--- src/hdl/kefq_pkg.sv ---
// ----------------------------------------------------------------------------
// kefq_pkg
// shared types, sizes and codes of the key edge filter queue
// ----------------------------------------------------------------------------
package kefq_pkg;

    // event queue depth, range 2 to 1024
    localparam int QUEUE_DEPTH = 64;
    localparam int PTR_W       = (QUEUE_DEPTH > 1) ? $clog2(QUEUE_DEPTH) : 1;

    localparam int KEY_W     = 8;
    localparam int KEY_COUNT = 256;
    localparam int SCAN_W    = 9;

    typedef logic [KEY_W-1:0] key_t;
    typedef logic [PTR_W-1:0] ptr_t;
    typedef logic [1:0]       opcode_t;

    localparam key_t KEY_NONE = 8'h00;
    localparam key_t KEY_MAX  = 8'hFF;

    // request opcodes
    localparam opcode_t OP_KEY   = 2'd0;
    localparam opcode_t OP_FOCUS = 2'd1;
    localparam opcode_t OP_POP   = 2'd2;

    // one queued event
    typedef struct packed {
        logic pressed;
        key_t key;
    } evt_entry_t;

    // circular increment of a queue pointer
    function automatic ptr_t next_ptr(input ptr_t p);
        if (p == ptr_t'(QUEUE_DEPTH - 1))
        begin
            next_ptr = '0;
        end
        else
        begin
            next_ptr = p + ptr_t'(1);
        end
    endfunction

endpackage

--- src/hdl/kefq_if.sv ---
// ----------------------------------------------------------------------------
// kefq_req_if / kefq_evt_if
// valid/ready channels of the key edge filter queue
// ----------------------------------------------------------------------------
interface kefq_req_if import kefq_pkg::*; ();
    logic    valid;
    logic    ready;
    opcode_t opcode;
    logic    pressed;
    key_t    key_code;

    modport source (output valid, output opcode, output pressed, output key_code,
                    input ready);
    modport sink   (input valid, input opcode, input pressed, input key_code,
                    output ready);
endinterface

interface kefq_evt_if import kefq_pkg::*; ();
    logic valid;
    logic ready;
    logic event_valid;
    logic out_pressed;
    key_t out_key;

    modport source (output valid, output event_valid, output out_pressed,
                    output out_key, input ready);
    modport sink   (input valid, input event_valid, input out_pressed,
                    input out_key, output ready);
endinterface

--- src/hdl/key_edge_filter_queue.sv ---
// ----------------------------------------------------------------------------
// key_edge_filter_queue
// held-key filter in front of a circular keyboard event queue
// ----------------------------------------------------------------------------
// usage
//   req (sink): one request per handshake, opcode key edge, focus lost or pop.
//     a key edge with code 0, a press of a held key or a release of a free
//     key changes nothing; a real edge queues one event.
//     focus lost releases every held key in ascending code order.
//     a pop returns one response on evt; other requests return none.
//   evt (source): event_valid, out_pressed, out_key; event_valid 0 with zero
//     payload when the queue was empty.
// sequence
//   key edge: held map read, then write back and enqueue.
//   pop: event store read, then the output register load, which waits out any stall on evt.
//   focus lost: codes 0 to 255, one held map entry read per cycle.
//   key edge and focus lost are set by the one read and one write port of the held map.
// reset
//   pointers clear at once; the held map is swept to zero, one entry a cycle,
//   codes 0 to 255, while req.ready stays low.
// stall
//   a waiting response sits in the output register; requests are still taken,
//   a following pop holds in its output load step until the register frees up.
// ----------------------------------------------------------------------------
module key_edge_filter_queue
    import kefq_pkg::*;
(
    input  logic              clk,
    input  logic              rst_n,
    kefq_req_if.sink          req,
    kefq_evt_if.source        evt
);

    typedef enum logic [4:0] {
        ST_CLEAR = 5'b00001,
        ST_IDLE  = 5'b00010,
        ST_KEY   = 5'b00100,
        ST_SCAN  = 5'b01000,
        ST_POP   = 5'b10000
    } state_t;

    state_t state_reg, state_next;

    // held map memory and its ports
    logic       held_mem [KEY_COUNT];
    logic       held_q;
    logic       held_re;
    key_t       held_ra;
    logic       held_we;
    key_t       held_wa;
    logic       held_wd;

    // event store memory and its ports
    evt_entry_t store_mem [QUEUE_DEPTH];
    evt_entry_t store_q;
    logic       store_re;
    logic       enq_en;
    evt_entry_t enq_data;

    ptr_t       wr_reg, wr_next;
    ptr_t       rd_reg, rd_next;
    ptr_t       wr_adv;

    key_t             clr_cnt_reg, clr_cnt_next;
    logic [SCAN_W-1:0] scan_cnt_reg, scan_cnt_next;
    key_t             chk_key_reg, chk_key_next;
    logic             cmd_pressed_reg, cmd_pressed_next;
    key_t             cmd_key_reg, cmd_key_next;
    logic             empty_reg, empty_next;

    logic       out_valid_reg, out_valid_next;
    evt_entry_t out_data_reg, out_data_next;
    logic       out_event_reg, out_event_next;
    logic       out_load;
    logic       req_fire;

    assign req.ready       = (state_reg == ST_IDLE);
    assign req_fire        = req.valid && req.ready;
    assign evt.valid       = out_valid_reg;
    assign evt.event_valid = out_event_reg;
    assign evt.out_pressed = out_data_reg.pressed;
    assign evt.out_key     = out_data_reg.key;

    // held map: one write and one registered read per cycle
    always_ff @(posedge clk)
    begin
        if (held_we)
        begin
            held_mem[held_wa] <= held_wd;
        end
        if (held_re)
        begin
            held_q <= held_mem[held_ra];
        end
    end

    // event store: write at the write pointer, registered read at the read pointer
    always_ff @(posedge clk)
    begin
        if (enq_en)
        begin
            store_mem[wr_reg] <= enq_data;
        end
        if (store_re)
        begin
            store_q <= store_mem[rd_reg];
        end
    end

    // sequencer
    always_comb
    begin
        state_next       = state_reg;
        clr_cnt_next     = clr_cnt_reg;
        scan_cnt_next    = scan_cnt_reg;
        chk_key_next     = chk_key_reg;
        cmd_pressed_next = cmd_pressed_reg;
        cmd_key_next     = cmd_key_reg;
        empty_next       = empty_reg;
        held_re          = 1'b0;
        held_ra          = req.key_code;
        held_we          = 1'b0;
        held_wa          = cmd_key_reg;
        held_wd          = 1'b0;
        enq_en           = 1'b0;
        enq_data         = '{pressed: 1'b0, key: chk_key_reg};
        store_re         = 1'b0;
        out_load         = 1'b0;
        rd_next          = rd_reg;
        wr_next          = wr_reg;

        case (state_reg)
            ST_CLEAR:
            begin
                // sweep the held map to zero after reset
                held_we      = 1'b1;
                held_wa      = clr_cnt_reg;
                held_wd      = 1'b0;
                clr_cnt_next = clr_cnt_reg + key_t'(1);
                if (clr_cnt_reg == KEY_MAX)
                begin
                    state_next = ST_IDLE;
                end
            end
            ST_IDLE:
            begin
                if (req_fire)
                begin
                    case (req.opcode)
                        OP_KEY:
                        begin
                            cmd_pressed_next = req.pressed;
                            cmd_key_next     = req.key_code;
                            if (req.key_code != KEY_NONE)
                            begin
                                held_re    = 1'b1;
                                held_ra    = req.key_code;
                                state_next = ST_KEY;
                            end
                        end
                        OP_FOCUS:
                        begin
                            // first read at code 0, then one per cycle
                            held_re       = 1'b1;
                            held_ra       = KEY_NONE;
                            chk_key_next  = KEY_NONE;
                            scan_cnt_next = SCAN_W'(1);
                            state_next    = ST_SCAN;
                        end
                        OP_POP:
                        begin
                            empty_next = (rd_reg == wr_reg);
                            if (rd_reg != wr_reg)
                            begin
                                store_re = 1'b1;
                                rd_next  = next_ptr(rd_reg);
                            end
                            state_next = ST_POP;
                        end
                        default:
                        begin
                            state_next = ST_IDLE;
                        end
                    endcase
                end
            end
            ST_KEY:
            begin
                // real edge only when the direction differs from the held bit
                if (cmd_pressed_reg != held_q)
                begin
                    held_we  = 1'b1;
                    held_wa  = cmd_key_reg;
                    held_wd  = cmd_pressed_reg;
                    enq_en   = 1'b1;
                    enq_data = '{pressed: cmd_pressed_reg, key: cmd_key_reg};
                end
                state_next = ST_IDLE;
            end
            ST_SCAN:
            begin
                // check the code read last cycle, issue the read of the next one
                if (held_q)
                begin
                    held_we  = 1'b1;
                    held_wa  = chk_key_reg;
                    held_wd  = 1'b0;
                    enq_en   = 1'b1;
                    enq_data = '{pressed: 1'b0, key: chk_key_reg};
                end
                if (scan_cnt_reg == SCAN_W'(KEY_COUNT))
                begin
                    state_next = ST_IDLE;
                end
                else
                begin
                    held_re       = 1'b1;
                    held_ra       = scan_cnt_reg[KEY_W-1:0];
                    chk_key_next  = scan_cnt_reg[KEY_W-1:0];
                    scan_cnt_next = scan_cnt_reg + SCAN_W'(1);
                end
            end
            ST_POP:
            begin
                // wait for a free output register
                if (!out_valid_reg || evt.ready)
                begin
                    out_load   = 1'b1;
                    state_next = ST_IDLE;
                end
            end
            default:
            begin
                state_next = ST_IDLE;
            end
        endcase

        // enqueue: a full queue drops its oldest entry
        wr_adv = next_ptr(wr_reg);
        if (enq_en)
        begin
            wr_next = wr_adv;
            if (wr_adv == rd_reg)
            begin
                rd_next = next_ptr(rd_reg);
            end
        end
    end

    // output register
    always_comb
    begin
        out_valid_next = out_valid_reg;
        out_data_next  = out_data_reg;
        out_event_next = out_event_reg;
        if (out_load)
        begin
            out_valid_next = 1'b1;
            out_event_next = !empty_reg;
            out_data_next  = empty_reg ? evt_entry_t'{pressed: 1'b0, key: KEY_NONE}
                                       : store_q;
        end
        else if (evt.ready)
        begin
            out_valid_next = 1'b0;
        end
    end

    always_ff @(posedge clk or negedge rst_n)
    begin
        if (!rst_n)
        begin
            state_reg     <= ST_CLEAR;
            clr_cnt_reg   <= '0;
            scan_cnt_reg  <= '0;
            wr_reg        <= '0;
            rd_reg        <= '0;
            out_valid_reg <= 1'b0;
        end
        else
        begin
            state_reg     <= state_next;
            clr_cnt_reg   <= clr_cnt_next;
            scan_cnt_reg  <= scan_cnt_next;
            wr_reg        <= wr_next;
            rd_reg        <= rd_next;
            out_valid_reg <= out_valid_next;
        end
    end

    // payload registers
    always_ff @(posedge clk)
    begin
        chk_key_reg     <= chk_key_next;
        cmd_pressed_reg <= cmd_pressed_next;
        cmd_key_reg     <= cmd_key_next;
        empty_reg       <= empty_next;
        out_data_reg    <= out_data_next;
        out_event_reg   <= out_event_next;
    end

    // after an enqueue the queue is never seen as empty
    a_enq_not_empty: assert property (@(posedge clk) disable iff (!rst_n)
        enq_en |=> (wr_reg != rd_reg))
        else $error("queue empty right after enqueue");

    // pointers stay inside the queue
    a_ptr_range: assert property (@(posedge clk) disable iff (!rst_n)
        (int'(wr_reg) < QUEUE_DEPTH) && (int'(rd_reg) < QUEUE_DEPTH))
        else $error("queue pointer out of range");

    // code 0 is never marked as held
    a_no_hold_zero: assert property (@(posedge clk) disable iff (!rst_n)
        (held_we && held_wd) |-> (held_wa != KEY_NONE))
        else $error("key code 0 marked held");

    // an empty pop answers with a zero payload
    a_empty_zero: assert property (@(posedge clk) disable iff (!rst_n)
        (evt.valid && !evt.event_valid) |-> (!evt.out_pressed && evt.out_key == KEY_NONE))
        else $error("empty pop with nonzero payload");

    // no enqueue while a pop read is in flight
    a_pop_quiet: assert property (@(posedge clk) disable iff (!rst_n)
        store_re |=> !enq_en && (state_reg == ST_POP))
        else $error("enqueue during pop");

endmodule

--- src/flat_wrapper.sv ---
// flat-port wrapper written by rule: the top's interface ports become plain ports
module key_edge_filter_queue_flat import kefq_pkg::*;
  (clk, rst_n, req_valid, req_opcode, req_pressed, req_key_code, req_ready, evt_valid, evt_event_valid, evt_out_pressed, evt_out_key, evt_ready);
  kefq_req_if req_i ();
  kefq_evt_if evt_i ();
  input  logic clk;
  input  logic rst_n;
  input wire logic [$bits(req_i.valid)-1:0] req_valid;
  input wire logic [$bits(req_i.opcode)-1:0] req_opcode;
  input wire logic [$bits(req_i.pressed)-1:0] req_pressed;
  input wire logic [$bits(req_i.key_code)-1:0] req_key_code;
  output wire logic [$bits(req_i.ready)-1:0] req_ready;
  output wire logic [$bits(evt_i.valid)-1:0] evt_valid;
  output wire logic [$bits(evt_i.event_valid)-1:0] evt_event_valid;
  output wire logic [$bits(evt_i.out_pressed)-1:0] evt_out_pressed;
  output wire logic [$bits(evt_i.out_key)-1:0] evt_out_key;
  input wire logic [$bits(evt_i.ready)-1:0] evt_ready;
  assign req_i.valid = req_valid;
  assign req_i.opcode = req_opcode;
  assign req_i.pressed = req_pressed;
  assign req_i.key_code = req_key_code;
  assign req_ready = req_i.ready;
  assign evt_valid = evt_i.valid;
  assign evt_event_valid = evt_i.event_valid;
  assign evt_out_pressed = evt_i.out_pressed;
  assign evt_out_key = evt_i.out_key;
  assign evt_i.ready = evt_ready;
  key_edge_filter_queue u_core (.clk(clk), .rst_n(rst_n), .req(req_i), .evt(evt_i));
endmodule
--- config.mk ---
export PLATFORM = sky130hd
export DESIGN_NAME = key_edge_filter_queue_flat
export DESIGN_NICKNAME = d
export VERILOG_FILES = /design/src/hdl/kefq_pkg.sv /design/src/hdl/kefq_if.sv /design/src/hdl/key_edge_filter_queue.sv /design/src/flat_wrapper.sv
export SDC_FILE = /design/constraint.sdc
export NUM_CORES = 1
export LEC_CHECK = 0
export ABC_CLOCK_PERIOD_IN_PS = 17500
export BUFFER_PORTS_ARGS = -buffer_cell sky130_fd_sc_hd__buf_2
export CORE_MARGIN = 2
export CORE_UTILIZATION = 40
export DETAILED_ROUTE_END_ITERATION = 7
export PLACE_DENSITY = 0.64
export SYNTH_ARGS = -nofsm -noshare
export SYNTH_HDL_FRONTEND = slang
export SYNTH_SLANG_ARGS = --single-unit
--- constraint.sdc ---
create_clock -name clk -period 17.5 [get_ports clk]
set_input_delay 3.5 -clock clk [delete_from_list [all_inputs] [get_ports clk]]
set_output_delay 3.5 -clock clk [all_outputs]
set_load 0.01 [all_outputs]
Word-level counts from Yosys, hierarchy flattened --
Memories as Yosys holds them, arrays and structs flattened. A register that Yosys moved wholly into a read port is not among the register bits. Index checks and enable logic that the tools add are counted.
Storage, ports and cells: register bits 63, bits in writable memories 832, input port bits 15, output and inout bits 12, word-level logic and storage cells 107, memories 2
Memories:
- u_core.store_mem | words 64, bits a word 9, rd ports 1, clocked after memory_dff 1, write ports 1, RTL line key_edge_filter_queue.sv:54 | evt_entry_t store_mem [QUEUE_DEPTH];
- u_core.held_mem | words 256, bits a word 1, rd ports 1, clocked after memory_dff 1, write ports 1, RTL line key_edge_filter_queue.sv:45 | logic held_mem [KEY_COUNT];
Operators by class: add/subtract/negate cells 4, equal/unequal tests 22, mux-type cells 54, reductions and logical operators 12
Operators by type and width (count):
- 2-to-1 mux 8 bit | 7
- 2-to-1 mux 6 bit | 8
- one-hot mux 8 bit (2 select lines) | 3
- 2-to-1 mux 9 bit | 5
- 2-to-1 mux 5 bit | 5
- one-hot mux 5 bit (4 select lines) | 1
- 2-to-1 mux 1 bit | 19
- one-hot mux 9 bit (2 select lines) | 1
- one-hot mux 5 bit (3 select lines) | 1
- adder 6 x 1 -> 6 bit, second input constant | 2
- == test 6 bit | 2
- == test 6 bit, second input constant | 2
- adder 9 x 1 -> 9 bit, second input constant | 1
- == test 9 bit, second input constant | 1
- adder 8 x 1 -> 8 bit, second input constant | 1
- == test 8 bit, second input constant | 1
- nonzero test 8 bit | 1
- inequality test 2 x 1 -> 1 bit, second input constant | 3
- inequality test 2 bit, second input constant | 3
- inequality test 6 bit | 1
- one-hot mux 1 bit (2 select lines) | 3
- AND reduction 3 bit | 2
- == test 5 x 1 -> 1 bit, second input constant | 1
- == test 5 x 2 -> 1 bit, second input constant | 1
- other kinds (15) | 17

Longest topological paths before layout --
depth after elaboration 8, mapped depth 14, depth with buffers taken out 12

Worst setup path before layout --
OpenSTA, ideal clock, no wires.
kind input-to-reg, start point input port req_opcode[0], end point register u_core.held_q, read port of u_core.held_mem (data pin), library setup time 262 ps, arrival 5696 ps, required time 17238 ps, path slack 11542 ps, stages on the path 9, buffers on the path 1, cell sequence nor4bb_1 nand2_1 a32oi_2 buf_2 mux2i_1 o22ai_1 o41a_1 nor3_1 nor4_2
On the way: cells in the longest elaborated chain, start to end 4, elaborated cells between the ends (all ways) 8, classes of those cells eq/ne: 1; mux: 6; reduce/logical: 1
Ends and longest elaborated chain:
- start, declared | RTL line flat_wrapper.sv:9 | input wire logic [$bits(req_i.opcode)-1:0] req_opcode;
- == test 2 x 1 -> 1 bit or logical NOT 2 bit (tied branches) | RTL line key_edge_filter_queue.sv:149 | case (req.opcode)
- one-hot mux 1 bit (2 select lines) or 2-to-1 mux 8 bit (tied branches)
- 2-to-1 mux 1 bit or 2-to-1 mux 8 bit (tied branches) | RTL line key_edge_filter_queue.sv:147 | if (req_fire)
- one-hot mux 1 bit (2 select lines) or one-hot mux 8 bit (2 select lines) (tied branches) | RTL line key_edge_filter_queue.sv:132 | case (state_reg)
- end, declared | RTL line key_edge_filter_queue.sv:46 | logic held_q;
Several ways; a longest one is shown, not always the timed one. A chain may end at the register's enable or synchronous reset.

Worst setup path after layout --
Ends and elaborated chain as after synthesis.

==> metrics.yaml <==
fin_area_um2: 41550
layout.nets: 2257
path_cells: "buf_2 -> nor4bb_1 -> nand2_1 -> a32oi_4 -> buf_4 -> buf_4 -> mux2_1 -> o21ai_0 -> a31oi_1 -> o41ai_1 -> and4_1 -> nor4_2"
wl_mm: 85.18
hpwlAfterDp_mm: 50.19
required_ns: 17.89
cts_tree: "done"
dr.first_iter.drc_count: 2339
io_pins: 27
vias_per_cell: 5.635
die_area_um2: 95350
synthesis.nets: 2240
netlist_area_um2: 37160
synthCells: 2219
layout_setup_ws_ns: 10.23
rsz0062_at_grt: "false"
status: "completed"
yosysSeqAreaShare_pct: 72.67
max_stage_delay_ns: 0.76
synth_cell_types: 72
skew_ns: 0.02369
rr_worst_depth: 13
top_regs: "u_core.store_mem (576), u_core.held_mem (256)"
final_hold_viol_count: 0
async_flop_share_pct: 3.867
io_buffer_count: 26
drv_cap: 0
numCtsBuffers: 92
cts_resized: 0
holdPathEnd: "u_core.clr_cnt_reg[2]"
ys_top_cells_by_area: "edfxtp_1, mux4_2, nor2_1"
critPathSlowestCell: "buf_4"
cts_sinks: 905
path_buf_inv: 3
die_h_um: 308.8
wire_per_inst_um: 23.94
synth-edff-count: 870
hold_buffers: 0
reg2reg_slack_ns: 12.35
path_clk_slew_ns: 0.06
yosysMostFrequentCell: "edfxtp_1"
arrival_ns: 7.65
cp-start-kind: "input port"
die_w_um: 308.8
worstHoldPathType: "reg -> reg"
tns_ns: 0
fmax_mhz: 137.6
path_delay_family: "buffers and inverters"
place_ws_ns: 9.640
grt_use_met2_pct: 28.53
max_slew_margin_pct: 14.61
powerDensity_nw_per_um2: 130.7
grt_usage_pct: 17.95
synth_top_area_share_pct: 70.31
p_leak_nw: 13.35
worstReg2RegEnd: "u_core.held_q"
avgSynthCellArea_um2: 16.75
root_buffer: "clkbuf_16"
cts.path.max_buffers: 3
cp.depth: 12
grt-ovfl-total: 0
synth_common_cells: "edfxtp_1, nor2_1, nand2_1"
drc_errors: 0
synth_ff_type: "edfxtp_1"
crit_top_cell: "buf_4"
path_class: "in -> reg"
ctsHtreeMaxLevel: 3
regMostFlops: "u_core.store_mem"
vias: 20050
cts_setup_buffers: 0
fill_cells: 7830
synth_warnings: 0
use_met3_pct: 3.227
regToRegStartpoint: "u_core.scan_cnt_reg[1]"
min_from: "u_core.clr_cnt_reg[2]"
coreArea_um2: 91800
drtAntennaViolNets: 0
grt.met1_usage_pct: 25.30
worstMarginPinSlew_ns: 1.281
slew_violations: 0
max-vdd-ir-drop_v: 0.00007081
grt_antenna_before_repair: 3
setup_viol: 0
clkLatencyLatePin_ns: 0.65
fin_crit_ns: 7.266
end_kind: "flip-flop"
synth_top_area_cell: "edfxtp_1"
grt_max_degree: 144
dr.pass1.iters: 5
start_util_pct: 40.48
rows: 111
grt_pass1_wl_mm: 127.4
grt_pass1_vias: 19960
ys_seq_elements: 905
path_max_fanout: 62
whs_path_depth: 1
gp_congestion: 0.8340
finalPower_mw: 5.432
syn_to_final_growth_pct: 11.82
largest_reg_flops: 576
drive_above_1_share_pct: 18.07
grt.busiest_layer: "met2"
period_share_pct: 41.52
post_dp_cell_area_um2: 38560
[kinds of logic after synthesis]
| family | synth area share, % |
|---|---|
| buf+inv | 1.727 |
| compound gates | 3.727 |
| simple gates | 7.751 |
| mux | 13.24 |
| xor+xnor | 0.6835 |
| fa+ha+maj | 0.2020 |
| flops | 72.67 |
[area by class of cell]
cell class | instances | area, um2 | area share (%)
Inverter | 19 | 71.32 | 0.1716
Sequential cell | 905 | 27010 | 65.01
Multi-Input combinational cell | 1161 | 9562 | 23.01
Clock buffer | 112 | 2429 | 5.845
Antenna cell | 2 | 5.005 | 0.01205
Clock inverter | 59 | 553.0 | 1.331
Timing Repair Buffer | 57 | 362.8 | 0.8733
Tap cell | 1243 | 1555 | 3.743
[worst max path at each step]
| stage | slack [ns] | to | start |
|---|---|---|---|
| final | 10.23 | u_core.held_q | req_opcode[0] |
| after global routing | 9.89 | u_core.held_q | req_opcode[0] |
| after CTS | 10.32 | u_core.held_q | req_opcode[0] |
| after detailed placement | 9.64 | u_core.held_q | req_opcode[0] |
| after global placement | 9.64 | u_core.held_q | req_opcode[0] |
| after floorplan | 11.54 | u_core.held_q | req_opcode[0] |
[placed cells by master, fill, tap and decap left out, types with 18 or more instances in the layout]
cell / synthesis / final
a21oi_1: 56 / 56
a221oi_1: 19 / 19
buf_2: 21 / 26
buf_4: 7 / 31
clkbuf_16: 0 / 93
clkinv_1: 0 / 22
clkinv_2: 0 / 19
dfrtp_1: 34 / 30
edfxtp_1: 870 / 870
inv_1: 19 / 19
mux2i_1: 54 / 54
mux4_2: 189 / 189
nand2_1: 197 / 197
nand3_1: 23 / 23
nor2_1: 353 / 353
o22ai_1: 20 / 20
xnor2_1: 18 / 18
[power breakdown]
group	internal, mW	switching (mW)	leakage, nW	total, mW
clock	1.11	0.818	1.46	1.93
sequential	2.42	0.0786	8.87	2.50
combinational	0.472	0.533	3.02	1.00
total	4.00	1.43	13.3	5.43
[metrics by stage]
step | cells | hold WS, ns | utilization [%]
floorplan | 2219 | 0.4493 | -
global placement | 3385 | 0.4715 | 42.01
detailed placement | 3385 | 0.4862 | 42.01
CTS | 3556 | 0.4984 | 45.25
global route | 3557 | 0.5209 | 45.26
finish | 3558 | 0.4986 | 45.26
[routing by layer]
| layer | vias to the layer above | routed length [um] |
|---|---|---|
| met1 | 10420 | 36090 |
| met2 | 805 | 40350 |
| li1 | 8673 | - |
| met4 | 2 | 2055 |
| met5 | - | 12 |
| met3 | 149 | 6675 |
No activity file was read; power rests on OpenSTA's default activity.
